$ cat src/sv/cfac_pkg.sv
// Shared types, codes and helpers for the case-folded anagram checker.
`timescale 1ns / 1ps
`default_nettype none
package cfac_pkg;

  localparam int OP_W        = 2;
  localparam int CHAR_W      = 8;
  localparam int CNT_W       = 9;
  localparam int NZ_W        = 9;
  localparam int LEN_W       = 8;
  localparam int N_CHAR      = 1 << CHAR_W;
  localparam int MAX_LEN_DEF = 128;

  localparam logic [OP_W-1:0] OP_FIRST  = 2'd0;
  localparam logic [OP_W-1:0] OP_SECOND = 2'd1;
  localparam logic [OP_W-1:0] OP_END    = 2'd2;

  localparam logic [CHAR_W-1:0] CH_UP_A  = 8'h41;
  localparam logic [CHAR_W-1:0] CH_UP_Z  = 8'h5A;
  localparam logic [CHAR_W-1:0] CASE_OFS = 8'd32;
  localparam logic [CHAR_W-1:0] CH_NUL   = 8'h00;

  // Histogram command from the pipeline to the count store.
  typedef struct packed {
    logic              adv;  // pipeline advances this cycle
    logic              upd;  // apply +/-1 to entry idx
    logic              dec;  // 1: count down (second string)
    logic              clr;  // end of pair: drop all entries
    logic [CHAR_W-1:0] idx;
  } cfac_cmd_t;

  function automatic logic [CHAR_W-1:0] fold_case(input logic [CHAR_W-1:0] ch);
    logic [CHAR_W-1:0] res;
    res = ch;
    if (ch inside {[CH_UP_A:CH_UP_Z]}) begin
      res = ch + CASE_OFS;
    end
    return res;
  endfunction

endpackage
`default_nettype wire

$ cat src/sv/cfac_ram.sv
// Generic single-write, single-read RAM with registered read data.
`timescale 1ns / 1ps
`default_nettype none
module cfac_ram #(
  parameter int WIDTH = 8,
  parameter int DEPTH = 256
) (
  input  wire logic                     clk,
  input  wire logic                     we,
  input  wire logic [$clog2(DEPTH)-1:0] waddr,
  input  wire logic [WIDTH-1:0]         wdata,
  input  wire logic                     re,
  input  wire logic [$clog2(DEPTH)-1:0] raddr,
  output logic      [WIDTH-1:0]         rdata_r
);

  logic [WIDTH-1:0] mem [DEPTH];

  always_ff @(posedge clk) begin
    if (we) begin
      mem[waddr] <= wdata;
    end
    if (re) begin
      rdata_r <= mem[raddr];
    end
  end

endmodule
`default_nettype wire

$ cat src/sv/cfac_count.sv
// Difference-count store: RAM, per-entry valid bits, write forwarding, nonzero tally.
`timescale 1ns / 1ps
`default_nettype none
module cfac_count (
  input  wire logic                        clk,
  input  wire logic                        rst_n,
  input  wire logic                        rd_en,
  input  wire logic [cfac_pkg::CHAR_W-1:0] rd_addr,
  input  wire cfac_pkg::cfac_cmd_t         cmd,
  output logic                             nz_zero
);

  logic [cfac_pkg::CNT_W-1:0]  rdata;
  logic [cfac_pkg::N_CHAR-1:0] vld_r, vld_nxt;
  logic [cfac_pkg::NZ_W-1:0]   nz_r, nz_nxt;
  logic                        fwd_vld_r;
  logic [cfac_pkg::CHAR_W-1:0] fwd_idx_r;
  logic [cfac_pkg::CNT_W-1:0]  fwd_data_r;
  logic [cfac_pkg::CNT_W-1:0]  cnt_old, after;

  cfac_ram #(
    .WIDTH(cfac_pkg::CNT_W),
    .DEPTH(cfac_pkg::N_CHAR)
  ) u_ram (
    .clk    (clk),
    .we     (cmd.upd),
    .waddr  (cmd.idx),
    .wdata  (after),
    .re     (rd_en),
    .raddr  (rd_addr),
    .rdata_r(rdata)
  );

  // Read data missed the write done on the edge that issued the read.
  always_comb begin
    if (!vld_r[cmd.idx]) begin
      cnt_old = '0;
    end else if (fwd_vld_r && fwd_idx_r == cmd.idx) begin
      cnt_old = fwd_data_r;
    end else begin
      cnt_old = rdata;
    end
    after = cmd.dec ? cnt_old - 1'b1 : cnt_old + 1'b1;
  end

  always_comb begin
    vld_nxt = vld_r;
    nz_nxt  = nz_r;
    if (cmd.clr) begin
      vld_nxt = '0;
      nz_nxt  = '0;
    end else if (cmd.upd) begin
      vld_nxt[cmd.idx] = 1'b1;
      if (cnt_old == '0) begin
        nz_nxt = nz_r + 1'b1;
      end else if (after == '0) begin
        nz_nxt = nz_r - 1'b1;
      end
    end
  end

  always_ff @(posedge clk) begin
    if (!rst_n) begin
      vld_r     <= '0;
      nz_r      <= '0;
      fwd_vld_r <= 1'b0;
    end else begin
      vld_r <= vld_nxt;
      nz_r  <= nz_nxt;
      if (cmd.adv) begin
        fwd_vld_r <= cmd.upd;
      end
    end
  end

  always_ff @(posedge clk) begin
    if (cmd.adv) begin
      fwd_idx_r  <= cmd.idx;
      fwd_data_r <= after;
    end
  end

  assign nz_zero = (nz_r == '0);

endmodule
`default_nettype wire

$ cat config.mk
export PLATFORM = sky130hd
export DESIGN_NAME = cfac_count
export DESIGN_NICKNAME = d
export VERILOG_FILES = /design/src/sv/cfac_pkg.sv /design/src/sv/cfac_ram.sv /design/src/sv/cfac_count.sv
export SDC_FILE = /design/constraint.sdc
export NUM_CORES = 2
export LEC_CHECK = 0
export BUFFER_PORTS_ARGS = -buffer_cell sky130_fd_sc_hd__buf_2
export CAP_MARGIN = 20
export CORE_MARGIN = 2
export CORE_UTILIZATION = 45
export DETAILED_ROUTE_END_ITERATION = 16
export PLACE_DENSITY = 0.65
export SKIP_CTS_REPAIR_TIMING = 1
export SYNTH_ARGS = -nofsm -noshare
export SYNTH_HDL_FRONTEND = slang
export SYNTH_HIERARCHICAL = 1
export SYNTH_SLANG_ARGS = --single-unit
export TNS_END_PERCENT = 100
$ cat constraint.sdc
create_clock -name clk -period 45.6 [get_ports clk]
set_clock_uncertainty 0.05 [all_clocks]
set_input_delay 4.56 -clock clk [delete_from_list [all_inputs] [get_ports clk]]
set_output_delay 4.56 -clock clk [all_outputs]
set_load 0.05 [all_outputs]
* Yosys cells after proc, flatten, opt, wreduce, memory -nomap -nowiden
Memory sizes are Yosys's and may differ from the RTL's. A register that Yosys moved wholly into a read port is not among the register bits.
Cells that the tools add are included.
** Cells by class
- Add/sub/neg operators :: 4
- Bitwise logic cells :: 2
- Reductions and logical operators :: 8
- Equality and inequality tests :: 1
- Magnitude comparators :: 2
- Muxes and demuxes :: 11
** Operator list (number)
- OR 256 bit :: 1
- 2-to-1 mux 9 bit :: 5
- logical NOT 9 bit :: 3
- adder 9 x 1 -> 9 bit, second input constant :: 2
- subtractor 9 x 1 -> 9 bit, second input constant :: 2
- < comparator 8 x 9 -> 1 bit, second input constant :: 1
- binary-select mux 1 bit (select 8 bit) :: 1
- demux 1 bit (select 8 bit) :: 1
- equality test 8 bit :: 1
- >= comparator 8 x 1 -> 1 bit, second input constant :: 1
- 2-to-1 mux 1 bit :: 4
- logical AND 1 bit :: 2
- AND reduction 2 bit :: 1
- nonzero test 2 bit :: 1
- OR reduction 2 bit :: 1
- NOT 1 bit :: 1
** Storage, ports and cells
- Word-level logic and storage cells :: 34
- Memories :: 1
- Memory bits (writable) :: 2304
- Register bits after elaboration :: 283
- Bits of input ports :: 23
** Memories
- u_ram.mem :: words 256, width 9, read ports 1, clocked after memory_dff 1, write ports 1, RTL line cfac_ram.sv:17 : logic [WIDTH-1:0] mem [DEPTH];

* Logic depth before layout (Yosys ltp)
- Word-level depth :: 9
- Depth in mapped cells :: 27
- Mapped depth without buffers :: 19

* By module
Netlist, hierarchy kept.
** By module, submodules not included
- cfac_ram :: area each 89368.2 um^2, instances 1, cells an instance 4237
- cfac_count :: area each 12413.2 um^2, instances 1, cells an instance 1310

* Worst setup path before layout
OpenSTA, ideal clock, no wires.
- Path type :: in2reg
- Start point :: in cmd[0] in the netlist's numbering
- End point :: reg fwd_data_r[5] in the netlist's numbering (data pin)
- Slack :: 24.710 ns
- Arrival time :: 18.536 ns
- Library setup time :: 2.304 ns
- Data required time :: 43.246 ns
- Stages on the path :: 14
- Path through :: buf_4 > mux4_1 > mux4_2 > a22oi_1 > nand3_1 > a2111oi_2 > a21o_1 > buf_6 > nor2_1 > ha_1 > a2111o_1 > and3_1 > a211o_1 > a211oi_1
** Between the ends
- Longest elaborated chain between the ends :: 6
** RTL lines
- start: declaration :: RTL line cfac_count.sv:9 : input wire cfac_pkg::cfac_cmd_t cmd,
- branches (longest 3 deep; another with binary-select mux 1 bit (select 8 bit))
- 2-to-1 mux 9 bit (*) :: RTL line cfac_count.sv:36 : if (!vld_r[cmd.idx]) begin
- adder 9 x 1 -> 9 bit / subtractor 9 x 1 -> 9 bit (equally long branches) :: RTL line cfac_count.sv:43 : after = cmd.dec ? cnt_old - 1'b1 : cnt_old + 1'b1;
- 2-to-1 mux 9 bit (*) :: RTL line cfac_count.sv:43
- named net after (one bit) :: RTL line cfac_count.sv:19 : logic [cfac_pkg::CNT_W-1:0] cnt_old, after;
- end signal: assignment :: RTL line cfac_count.sv:79 : fwd_data_r <= after;
- end: declaration :: RTL line cfac_count.sv:18 : logic [cfac_pkg::CNT_W-1:0] fwd_data_r;
Mark *: on every way through the listed nets, which the timed path passes. The select of a mux whose other input is x is not followed.
A chain may end at the register's enable or synchronous reset.

* Final worst setup path
- Start point :: in cmd[1] in the netlist's numbering
- End point :: mem u_ram/mem[8][8] in the netlist's numbering (data pin)
** Between the ends
- Longest elaborated chain between the ends :: 6
** RTL lines (RTL line)
- branches (longest 3 deep; another with binary-select mux 1 bit (select 8 bit))
- 2-to-1 mux 9 bit (*) :: cfac_count.sv:36
- adder 9 x 1 -> 9 bit / subtractor 9 x 1 -> 9 bit (equally long branches) :: cfac_count.sv:43
- 2-to-1 mux 9 bit (*) :: cfac_count.sv:43
- named net after (one bit) :: cfac_count.sv:19
- end: declaration :: cfac_ram.sv:17
Marked as above.

==> qor.yml <==
use_met1_pct: 31.4
min_to: "vld_r[147]"
ctsHtreeMaxLevel: 4
synth.mux.area_fraction_pct: 14.3
yosys.area.top_type: "edfxtp_1"
gp_congestion: 0.822
slew_headroom_pct: 10.9
ff2ff_path_depth: 18
hp-start: "vld_r[147]"
cts_tree: "yes"
vias: 54100
clockRootBuffer: "clkbuf_16"
drcViolationCount: 0
fin_area_um2: 113000
top_usage_layer: "met2"
clkTransAtPathRegs_ns: 0.06
io_buffers: 23
grt_pass1_vias: 53000
hold_violations: 0
cts-buffers-inserted: 241
synth_top_family_by_area: "multiplexers"
tns_ns: 0
synth_compound_area_share_pct: 5.26
layout_commonest_cell: "edfxtp_1"
firstDrtPassIters: 6
yosysTopAreaCellShare_pct: 68.7
r2r_end: "u_ram/mem[8][8]"
core_area_um2: 225000
hp-class: "reg2reg"
setup_viol: 0
status: "complete, no violations"
post-route-period-util_pct: 27.7
p_leak_nw: 35.4
crit_start: "cmd[1]"
fmax_mhz: 79.1
critPathRequiredTime_ns: 46.03
synthAdderAreaFrac_pct: 0.224
grt_util_met2_pct: 34.7
drv_cap: 0
clock_latency_ns: 0.87
post_dp_cell_area_um2: 105000
synth.avg_cell_area_um2: 18.3
grt-ovfl-total: 0
rsz0062_at_grt: "no"
drive_above_1_share_pct: 18.9
syn_to_final_growth_pct: 11.0
grt_max_degree: 260
r2r_slack_ns: 37.64
arrival_ns: 13.08
die_w_um: 480
die_y_um: 480
worstPathMaxFanout: 104
track_usage_pct: 21.9
synth-warning-count: 6
worst_setup_path_end_kind: "flop"
grt_use_met3_pct: 4.19
synth-xor-area-share_pct: 0.138
power_density_nw_per_um2: 45.2
final_nets: 5659
critical_path_class: "in2reg"
antenna_found_initial: 6
routedWlPerCell_um: 29.0
fin_crit_ns: 12.65
ys_ff_latch: 2596
drv_slew: 0
min_path_cells: 2
viasPerCell: 6.13
ys_seq_area_share_pct: 74.0
max_slew.worst_pin.slew_ns: 1.34
syn-num-nets: 5587
io_pins: 24
yosysUniqueCellTypes: 80
start_kind: "primary input"
syn_area_um2: 102000
initial_utilization_pct: 45.3
ant_nets: 0
rows: 174
n_fill_cell: 18000
synth_edf_count: 2330
synth-async-reset-ratio_pct: 0
synth-simple-area-share_pct: 3.94
netlist_instances: 5547
wl_mm: 256
dp_hpwl_mm: 151
die_area_um2: 230000
drt_iter0_drc: 6683
final_cell_mix: "edfxtp_1, nor2_1, mux4_2"
synth_flop_cell: "edfxtp_1"
clockBufferDepth: 3
r2r_start: "vld_r[165]"
ir_drop_v: 0.0000393
ys_top_cells_by_area: "edfxtp_1, mux4_2, dfxtp_1"
clock_sinks: 2596
grt_pass1_wl_mm: 371
## cells by family (layout without fill, tap and decap cells)
group | count (synthesis) | count (layout)
other | 0 | 5
xor gates and xnor gates | 16 | 16
muxes | 780 | 780
and+or+nand+nor | 922 | 922
adders and majority gates | 17 | 17
buffers and inverters | 374 | 652
AOI/OAI and AO/OA | 842 | 842
DFF | 2596 | 2596
## worst max-delay path: stages
cell       delay, ns
buf_4           0.59
buf_4           0.75
mux4_1          0.42
mux4_2          0.54
a22oi_1         0.23
nand3_1         0.12
a2111oi_2       0.67
a21oi_1         0.29
nand2b_4        0.51
fa_1            0.36
nor2b_1         0.07
o21ai_0         0.23
a21boi_0        0.22
o21a_1          0.23
o211ai_1        0.20
a21oi_1         0.11
o22ai_1         0.34
and2_4          0.61
buf_4           0.93
buf_4           0.94
## worst max-delay path by stage
stage / slack, ns / cells after the start / endpoint
floorplan: 24.71 / 14 / fwd_data_r[5]
global placement: 32.40 / 20 / u_ram/mem[20][8]
detailed placement: 32.11 / 20 / u_ram/mem[16][8]
CTS: 32.99 / 20 / u_ram/mem[8][8]
global route: 32.27 / 20 / u_ram/mem[8][8]
finish: 32.95 / 20 / u_ram/mem[8][8]
## synthesized netlist by cell type (32+ instances only)
| cell | n |
|---|---|
| dfxtp_1 | 266 |
| mux4_2 | 496 |
| nor3_1 | 38 |
| nor2_1 | 612 |
| nand2_1 | 66 |
| nor2b_1 | 34 |
| edfxtp_1 | 2330 |
| nor4_1 | 34 |
| a21oi_1 | 371 |
| o22ai_1 | 69 |
| nand3_1 | 52 |
| mux2i_1 | 222 |
| buf_4 | 35 |
| o21ai_0 | 35 |
| o221ai_1 | 36 |
| buf_2 | 61 |
| clkbuf_1 | 190 |
| a22oi_1 | 186 |
| mux4_1 | 32 |
## sequential cells by signal (all words and copies together), names as in the netlist
name and flops:
u_ram/mem 2304, vld_r 256, fwd_data_r 9, nz_r 9
u_ram/rdata_r 9, fwd_idx_r 8, fwd_vld_r 1
## cell type report
type / instances / area [um^2] / area share [%]
Inverter: 17 / 78.8 / 0.0698
Clock buffer: 310 / 6490 / 5.74
Clock inverter: 139 / 1270 / 1.13
Tap cell: 2992 / 3740 / 3.31
Timing Repair Buffer: 186 / 1570 / 1.39
Sequential cell: 2596 / 75300 / 66.6
Antenna cell: 5 / 12.5 / 0.0111
Multi-Input combinational cell: 2577 / 24500 / 21.7
## routing by layer
metal  routed length, um  part of all wire [%]
met1              105000                    41
met2              122000                    48
met3               23300                   9.1
met4                6070                   2.4
met5                  13                0.0051
## report_power, final
| part | internal, mW | leakage, nW | switching, mW | total [mW] |
|---|---|---|---|---|
| clock network | 1.11 | 3.77 | 0.866 | 1.98 |
| registers | 2.74 | 23.1 | 0.00334 | 2.74 |
| logic | 0.0875 | 8.47 | 0.300 | 0.387 |
| total | 3.94 | 35.4 | 1.17 | 5.11 |
## per-stage QoR
| stage | util [%] | power, mW | setup slack, ns | hold WS, ns | cells |
|---|---|---|---|---|---|
| 2_1_floorplan | - | 3.07 | 24.71 | 0.378 | 5547 |
| 3_3_place_gp | 46.6 | 3.16 | 32.40 | 0.388 | 8326 |
| 3_5_place_dp | 46.6 | 3.18 | 32.11 | 0.400 | 8338 |
| 4_1_cts | 50.1 | 5.14 | 32.99 | 0.414 | 8787 |
| 5_1_grt | 50.2 | 5.25 | 32.27 | 0.430 | 8818 |
| 6_report | 50.2 | 5.11 | 32.95 | 0.413 | 8822 |
(Power assumes the default switching activity.)
